### src/hdl/bfg_pkg.sv
// ----------------------------------------------------------------------------
// bfg_pkg
// Shared widths, register codes, control structs and root constants for the
// gray bilateral filter.
// ----------------------------------------------------------------------------
package bfg_pkg;

   localparam int HALF_WIDTH_DEF = 2;
   localparam int MAX_WIDTH_DEF  = 1024;
   localparam int MAX_HEIGHT     = 4096;

   localparam int PIX_W      = 8;
   localparam int ROW_W      = 12;
   localparam int COL_W      = 10;
   localparam int IW_W       = 11;
   localparam int IH_W       = 13;
   localparam int COEF_W     = 24;
   localparam int INROW_W    = 13;
   localparam int CSR_IDX_W  = 2;
   localparam int CSR_DATA_W = 24;

   // window index and step counter, sized for HALF_WIDTH up to 7
   localparam int KIDX_W     = 4;
   localparam int CNT_W      = 5;
   localparam int ROOT_STEPS = 16;

   localparam logic [IW_W-1:0]   IW_RESET = IW_W'(512);
   localparam logic [IH_W-1:0]   IH_RESET = IH_W'(512);
   localparam logic [COEF_W-1:0] SC_RESET = COEF_W'(4194304);
   localparam logic [COEF_W-1:0] RC_RESET = COEF_W'(41943);

   typedef enum logic [CSR_IDX_W-1:0] {
      CSR_IMAGE_WIDTH  = 2'd0,
      CSR_IMAGE_HEIGHT = 2'd1,
      CSR_SPATIAL      = 2'd2,
      CSR_RANGE        = 2'd3
   } csr_index_type;

   typedef struct packed {
      logic              accept;
      logic              load_rd;
      logic              load_cap;
      logic              shift;
      logic              ctr_cap;
      logic              elem_a;
      logic              elem_b;
      logic              root_step;
      logic              acc;
      logic              div_init;
      logic              div_step;
      logic              out_load;
      logic              advance;
      logic [KIDX_W-1:0] dr;
      logic [KIDX_W-1:0] dc;
      logic [CNT_W-1:0]  idx;
   } dp_cmd_type;

   typedef struct packed {
      logic ignore;
      logic emit;
      logic last_col;
      logic out_free;
   } dp_sts_type;

   function automatic logic [63:0] isqrt64(input logic [63:0] v);
      logic [63:0] rem;
      logic [63:0] res;
      logic [63:0] bitv;
      rem  = v;
      res  = '0;
      bitv = 64'h4000_0000_0000_0000;
      for (int i = 0; i < 32; i++) begin
         if (rem >= res + bitv) begin
            rem = rem - (res + bitv);
            res = (res >> 1) + bitv;
         end else begin
            res = res >> 1;
         end
         bitv = bitv >> 2;
      end
      return res;
   endfunction

   // 2^-(2^-(idx+1)) in Q0.32
   function automatic logic [31:0] root_value(input int idx);
      logic [63:0] r;
      r = isqrt64(64'h8000_0000_0000_0000);
      for (int i = 0; i < idx; i++) begin
         r = isqrt64(r << 32);
      end
      return r[31:0];
   endfunction

endpackage

### src/hdl/bfg_ctrl.sv
// ----------------------------------------------------------------------------
// bfg_ctrl
// Sequencer: line load, window shift, per-element weight loop, divide and
// result hand-off.
// ----------------------------------------------------------------------------
module bfg_ctrl #(
   parameter int HALF_WIDTH = bfg_pkg::HALF_WIDTH_DEF
) (
   input  logic                 clock,
   input  logic                 reset,
   input  logic                 req_valid,
   output logic                 req_ready,
   input  bfg_pkg::dp_sts_type  sts,
   output bfg_pkg::dp_cmd_type  cmd
);

   localparam int KSIZE = 2 * HALF_WIDTH + 1;
   localparam int SLOTS = 2 * HALF_WIDTH;
   localparam logic [bfg_pkg::KIDX_W-1:0] K_LAST = bfg_pkg::KIDX_W'(KSIZE - 1);
   localparam logic [bfg_pkg::KIDX_W-1:0] K_MID  = bfg_pkg::KIDX_W'(HALF_WIDTH);
   localparam logic [bfg_pkg::CNT_W-1:0]  LOAD_LAST = bfg_pkg::CNT_W'(SLOTS);
   localparam logic [bfg_pkg::CNT_W-1:0]  ROOT_LAST = bfg_pkg::CNT_W'(bfg_pkg::ROOT_STEPS - 1);
   localparam logic [bfg_pkg::CNT_W-1:0]  DIV_LAST  = bfg_pkg::CNT_W'(bfg_pkg::PIX_W);

   typedef enum logic [11:0] {
      ST_IDLE  = 12'b0000_0000_0001,
      ST_LOAD  = 12'b0000_0000_0010,
      ST_SHIFT = 12'b0000_0000_0100,
      ST_CTR   = 12'b0000_0000_1000,
      ST_ELA   = 12'b0000_0001_0000,
      ST_ELB   = 12'b0000_0010_0000,
      ST_ROOT  = 12'b0000_0100_0000,
      ST_ACC   = 12'b0000_1000_0000,
      ST_DIVI  = 12'b0001_0000_0000,
      ST_DIV   = 12'b0010_0000_0000,
      ST_OUT   = 12'b0100_0000_0000,
      ST_ADV   = 12'b1000_0000_0000
   } state_type;

   state_type                    state_ff, state_in;
   logic [bfg_pkg::CNT_W-1:0]    cnt_ff, cnt_in;
   logic [bfg_pkg::KIDX_W-1:0]   dr_ff, dr_in;
   logic [bfg_pkg::KIDX_W-1:0]   dc_ff, dc_in;

   always_comb begin
      state_in = state_ff;
      cnt_in   = cnt_ff;
      dr_in    = dr_ff;
      dc_in    = dc_ff;
      case (state_ff)
         ST_IDLE: begin
            if (req_valid && !sts.ignore) begin
               state_in = ST_LOAD;
               cnt_in   = '0;
            end
         end
         ST_LOAD: begin
            if (cnt_ff == LOAD_LAST) begin
               state_in = ST_SHIFT;
            end else begin
               cnt_in = cnt_ff + 1'b1;
            end
         end
         ST_SHIFT: begin
            state_in = sts.emit ? ST_CTR : ST_ADV;
         end
         ST_CTR: begin
            dr_in    = '0;
            dc_in    = '0;
            state_in = ST_ELA;
         end
         ST_ELA: begin
            state_in = ST_ELB;
         end
         ST_ELB: begin
            cnt_in   = '0;
            state_in = ST_ROOT;
         end
         ST_ROOT: begin
            if (cnt_ff == ROOT_LAST) begin
               state_in = ST_ACC;
            end else begin
               cnt_in = cnt_ff + 1'b1;
            end
         end
         ST_ACC: begin
            if (dc_ff == K_LAST) begin
               dc_in = '0;
               if (dr_ff == K_LAST) begin
                  state_in = ST_DIVI;
               end else begin
                  dr_in    = dr_ff + 1'b1;
                  state_in = ST_ELA;
               end
            end else begin
               dc_in    = dc_ff + 1'b1;
               state_in = ST_ELA;
            end
         end
         ST_DIVI: begin
            cnt_in   = '0;
            state_in = ST_DIV;
         end
         ST_DIV: begin
            if (cnt_ff == DIV_LAST) begin
               state_in = ST_OUT;
            end else begin
               cnt_in = cnt_ff + 1'b1;
            end
         end
         ST_OUT: begin
            if (sts.out_free) begin
               state_in = sts.last_col ? ST_ADV : ST_CTR;
            end
         end
         ST_ADV: begin
            state_in = ST_IDLE;
         end
         default: begin
            state_in = ST_IDLE;
         end
      endcase
   end

   always_ff @(posedge clock) begin
      if (reset) begin
         state_ff <= ST_IDLE;
         cnt_ff   <= '0;
         dr_ff    <= '0;
         dc_ff    <= '0;
      end else begin
         state_ff <= state_in;
         cnt_ff   <= cnt_in;
         dr_ff    <= dr_in;
         dc_ff    <= dc_in;
      end
   end

   assign req_ready = (state_ff == ST_IDLE);

   always_comb begin
      cmd     = '0;
      cmd.dr  = dr_ff;
      cmd.dc  = dc_ff;
      cmd.idx = cnt_ff;
      case (state_ff)
         ST_IDLE:  cmd.accept    = req_valid;
         ST_LOAD: begin
            cmd.load_rd  = (cnt_ff != LOAD_LAST);
            cmd.load_cap = (cnt_ff != '0);
         end
         ST_SHIFT: cmd.shift     = 1'b1;
         ST_CTR: begin
            cmd.ctr_cap = 1'b1;
            cmd.dr      = K_MID;
            cmd.dc      = K_MID;
         end
         ST_ELA:   cmd.elem_a    = 1'b1;
         ST_ELB:   cmd.elem_b    = 1'b1;
         ST_ROOT:  cmd.root_step = 1'b1;
         ST_ACC:   cmd.acc       = 1'b1;
         ST_DIVI:  cmd.div_init  = 1'b1;
         ST_DIV:   cmd.div_step  = 1'b1;
         ST_OUT:   cmd.out_load  = sts.out_free;
         ST_ADV:   cmd.advance   = 1'b1;
         default:  cmd.accept    = 1'b0;
      endcase
   end

   a_accept_starts: assert property (@(posedge clock) disable iff (reset)
      (cmd.accept && !sts.ignore) |=> (state_ff == ST_LOAD))
      else $error("accepted item did not start a line load");

   a_root_len: assert property (@(posedge clock) disable iff (reset)
      (state_ff == ST_ROOT && cnt_ff == ROOT_LAST) |=> (state_ff == ST_ACC))
      else $error("root loop did not end in accumulate");

   a_window_done: assert property (@(posedge clock) disable iff (reset)
      (state_ff == ST_ACC && dr_ff == K_LAST && dc_ff == K_LAST) |=> (state_ff == ST_DIVI))
      else $error("window sweep did not end in divide");

endmodule

### config.mk
export PLATFORM = sky130hd
export DESIGN_NAME = bfg_ctrl
export DESIGN_NICKNAME = d
export VERILOG_FILES = /design/src/hdl/bfg_pkg.sv /design/src/hdl/bfg_ctrl.sv
export SDC_FILE = /design/constraint.sdc
export NUM_CORES = 1
export LEC_CHECK = 0
export ABC_CLOCK_PERIOD_IN_PS = 2540
export BUFFER_PORTS_ARGS = -buffer_cell sky130_fd_sc_hd__buf_2
export CORE_UTILIZATION = 25
export CTS_CLUSTER_DIAMETER = 40
export DETAILED_ROUTE_END_ITERATION = 7
export SETUP_SLACK_MARGIN = 0.15
export SKIP_CTS_REPAIR_TIMING = 1
export SLEW_MARGIN = 10
export SYNTH_ARGS = -nofsm -noshare
export SYNTH_HDL_FRONTEND = slang
export SYNTH_SLANG_ARGS = --single-unit
### constraint.sdc
create_clock -name clock -period 2.54 [get_ports clock]
set_clock_uncertainty 0.15 [all_clocks]
set_input_delay 0.635 -clock clock [delete_from_list [all_inputs] [get_ports clock]]
set_output_delay 0.635 -clock clock [all_outputs]
set_load 0.05 [all_outputs]
======== Word level (Yosys, flattened, before mapping) ========
Cells that the tools add are included.
cells by class
  reduce and logical (&&, ||, !) cells .... 9
  $add $sub $neg .......................... 3
  mux-type cells .......................... 33
  equal/unequal tests ..................... 28
operators by type and width
  cell                    number
  $pmux W12 S11           1
  $mux W12                8
  $pmux W5 S5             1
  $mux W5                 4
  $ne A2 B2 Y1 const B    9
  $pmux W4 S2             2
  $eq A12 B1 Y1 const B   1
  $eq A12 B10 Y1 const B  1
  $eq A12 B11 Y1 const B  1
  $eq A12 B12 Y1 const B  1
  $eq A12 B2 Y1 const B   1
  $eq A12 B3 Y1 const B   1
  $eq A12 B4 Y1 const B   1
  $eq A12 B5 Y1 const B   1
  $eq A12 B6 Y1 const B   1
  $eq A12 B7 Y1 const B   1
  $eq A12 B8 Y1 const B   1
  $eq A12 B9 Y1 const B   1
  $mux W4                 3
  $mux W1                 11
  $eq A5 B4 Y1 const B    2
  $reduce_and A5 Y1       2
  $reduce_bool A5 Y1      2
  $mux W9                 1
  other kinds (13)        15
word-level totals
  output and inout port bits .............. 27
  input port bits ......................... 7
  bits in registers ....................... 25

======== Depth between registers and ports, before layout ========
  depth in word-level cells ............... 4
  gate-level depth with buffers ........... 7
  gate-level depth less buffers ........... 7

======== Worst setup path before layout ========
Ideal clock, no wire load.
  path type ............................... reg-to-output
  from .................................... register state_ff[1]
  to ...................................... output cmd[25] (netlist name)
  path slack .............................. -1.038 ns
  arrival time ............................ 2.793 ns
  stages on the path, launching flop included .. 4
  path through ............................ dfxtp_1 or4b_2 nor3_1 and2_1
RTL lines
  element                 RTL line         text
  start, declared         bfg_ctrl.sv:40   state_type state_ff, state_in;
  start signal, assigned  bfg_ctrl.sv:132  state_ff <= state_in;
  end, declared           bfg_ctrl.sv:14   output bfg_pkg::dp_cmd_type cmd

==> results.sh <==
export IMPL_synthTopCellsByArea="dfxtp_1 30%, nor2_1 5.4%, ha_1 5.3%"
export IMPL_io_buffer_count=33
export IMPL_synthCells=206
export IMPL_hpwl_um=3420
export IMPL_seq_power_share=0.322
export IMPL_gr_total_overflow=0
export IMPL_peakVddDrop_uv=231
export IMPL_layout_setup_ws_ns=-0.0965
export IMPL_viasPerCell=5.01
export IMPL_startpoint_type="register"
export IMPL_syn_avg_cell_area_um2=8.07
export IMPL_remaining_drc_errors=0
export IMPL_synth_area_mm2=0.00166
export IMPL_finalSetupViolCount=5
export IMPL_synthSimpleGateAreaFrac=0.426
export IMPL_start_util=0.260
export IMPL_ys_flop_type="dfxtp_1"
export IMPL_drtAntennaViolNets=0
export IMPL_drt_wl_total_um=4780
export IMPL_slew_violations=0
export IMPL_yosys_warnings=0
export IMPL_critPathMaxFanout=4
export IMPL_dpl_instance_area_mm2=0.00210
export IMPL_final_area_mm2=0.00257
export IMPL_synth_compound_area_frac=0.156
export IMPL_fin_crit_sh=1.04
export IMPL_synth_top_area_cell="dfxtp_1"
export IMPL_clock_tree_buffer_depth=2
export IMPL_hold_viol_final=0
export IMPL_place_gp_congestion=0.845
export IMPL_crit_arrival_ns=1.85
export IMPL_insertion_delay_ns=0.28
export IMPL_grt_total_usage=0.129
export IMPL_dp_cells=327
export IMPL_die_x_um=83.6
export IMPL_switching_power_w=0.000528
export IMPL_firstDrtPassIters=4
export IMPL_synth_xor_area_frac=0.00527
export IMPL_root_buffer="clkbuf_8"
export IMPL_area_growth_pct=54.9
export IMPL_powerDensity_mw_per_mm2=524
export IMPL_synthMuxAreaShare=0.00602
export IMPL_antenna_found_initial=0
export IMPL_cts_buffers=3
export IMPL_vias=1744
export IMPL_fmax_mhz=379
export IMPL_yosysUniqueCellTypes=54
export IMPL_relSlewSlack=0.707
export IMPL_htreeDepth=1
export IMPL_synth_most_common_cell="dfxtp_1"
export IMPL_cts_tree="done"
export IMPL_internal_power_w=0.000821
export IMPL_place_ws_ns=0.107
export IMPL_clkPwrFrac=0.197
export IMPL_die_h_um=83.6
export IMPL_synth_seq_area_share=0.301
export IMPL_synth_nets=220
export IMPL_rsz0062_at_grt="yes"
export IMPL_whs_ns=0.348
export IMPL_cts_sinks=25
export IMPL_max_slew_worst_pin_slew_ns=0.435
export IMPL_crit_type="reg -> out"
export IMPL_fin_nets=286
export IMPL_async_flop_share=0
export IMPL_comb_power_share=0.482
export IMPL_synth_top_family_by_area="simple AND/OR/NAND/NOR gates"
export IMPL_leakage_nw=1.06
export IMPL_violations="setup timing"
export IMPL_synth_fa_ha_area_frac=0.0527
export IMPL_worst_setup_path_end_kind="output port"
export IMPL_clk_pin_slew_ns=0.11
export IMPL_ys_seq_elements=25
export IMPL_ys_top_cells_by_count="25 x dfxtp_1, 24 x nor2_1, 18 x inv_1"
export IMPL_synth_edff_count=0
export IMPL_die_area_mm2=0.00698
export IMPL_cp_required_ns=1.75
export IMPL_diodes=0
export IMPL_min_period_ns=2.64
export IMPL_fin_tns_setup_ns=-0.241
export IMPL_yosysTopAreaCellShare=0.301
export IMPL_drive_gt1_frac=0.443
export IMPL_fillCellCount=630
export IMPL_grt_pass1_wl_um=7330
export IMPL_grt_max_degree=17
export IMPL_core_mm2=0.00639
export IMPL_wl_per_cell_um=13.7
export IMPL_drv_cap=0
export IMPL_swShare=0.392
export IMPL_rows=29
export IMPL_first_global_vias=1503
export IMPL_hp_class="reg -> reg"
export IMPL_ios=34
export IMPL_stdcell_count=348
export IMPL_status="finished, violations left"
export IMPL_dr_first_iter_drc_count=61
[flip-flops by register name, summed over array words and instances (netlist names)]
| register | cells |
|---|---|
| state_ff | 12 |
| dc_ff | 4 |
| dr_ff | 4 |
| cnt_ff | 5 |
[path summary, 6_finish.rpt]
kind / start / to / slack (ns) / depth (start not counted)
worst max-delay path: state_ff[6] / cmd[13] / -0.1 / 4
worst min-delay path: cnt_ff[0] / cnt_ff[0] / 0.35 / 2
worst max register to register: state_ff[4] / dr_ff[3] / 0.31 / 9
worst min register to register: cnt_ff[0] / cnt_ff[0] / 0.35 / 2
[kinds of logic after synthesis]
| kind of cell | after synthesis |
|---|---|
| multiplexers | 1 |
| XOR/XNOR | 1 |
| adder cells (fa/ha/maj) | 7 |
| AO/OA/AOI/OAI | 36 |
| AND/OR/NAND/NOR | 113 |
| flip-flops | 25 |
| buffers and inverters | 23 |
[power groups by stage]
stage / logic (W) / clock network [W] / registers [W]
global placement: 0.000527 / 0 / 0.000443
CTS: 0.000529 / 0.000273 / 0.000435
floorplan: 0.000390 / 0 / 0.000443
detailed placement: 0.000525 / 0 / 0.000444
finish: 0.000650 / 0.000265 / 0.000434
global route: 0.000694 / 0.000290 / 0.000438
[metal layers]
layer  global-route usage  share of wire
met2                0.206           0.48
met1                0.179           0.48
met3               0.0307          0.035
met4               0.0231          0.011
met5                    0              0
[metrics by stage]
stage / util / power [W]
5_1_grt: 0.403 / 0.00142
6_report: 0.403 / 0.00135
2_1_floorplan: - / 0.000834
4_1_cts: 0.336 / 0.00124
3_5_place_dp: 0.328 / 0.000970
3_3_place_gp: 0.328 / 0.000970
[critical path, cell delays in order (launching register included)]
cell	delay, ns
dfxtp_4	0.37
or4_4	0.62
nor2_4	0.16
and4b_2	0.27
buf_8	0.15
[layout by cell type, fill, tap and decap left out, types with 3 or more instances in the layout]
cell type / netlist / routed
nor2_1: 24 / 19
nor2_4: 1 / 6
dfxtp_4: 0 / 5
ha_1: 7 / 7
o21ai_0: 7 / 7
nand2_1: 13 / 12
buf_4: 0 / 26
nand3b_1: 6 / 6
buf_6: 0 / 20
nand3_1: 9 / 7
dfxtp_2: 0 / 5
dfxtp_1: 25 / 15
buf_2: 1 / 11
nand4_1: 8 / 8
nor2b_1: 5 / 5
clkbuf_8: 0 / 3
inv_1: 18 / 15
buf_8: 0 / 8
nor3_1: 6 / 5
or4_4: 2 / 3
nor4b_2: 0 / 3
or3_1: 4 / 4
and2_1: 7 / 6
a31oi_1: 4 / 3
a21oi_1: 12 / 12
[final cells by class]
type / count / area (um^2) / area share
tap: 77 / 96.3 / 0.0374
sequential: 25 / 526 / 0.204
multi-input combinational: 158 / 1230 / 0.478
clock inverter: 1 / 8.76 / 0.00340
timing repair buffer: 65 / 596 / 0.231
clock buffer: 3 / 41.3 / 0.0160
inverter: 19 / 77.6 / 0.0301
No activity file was read; power rests on OpenSTA's default activity.
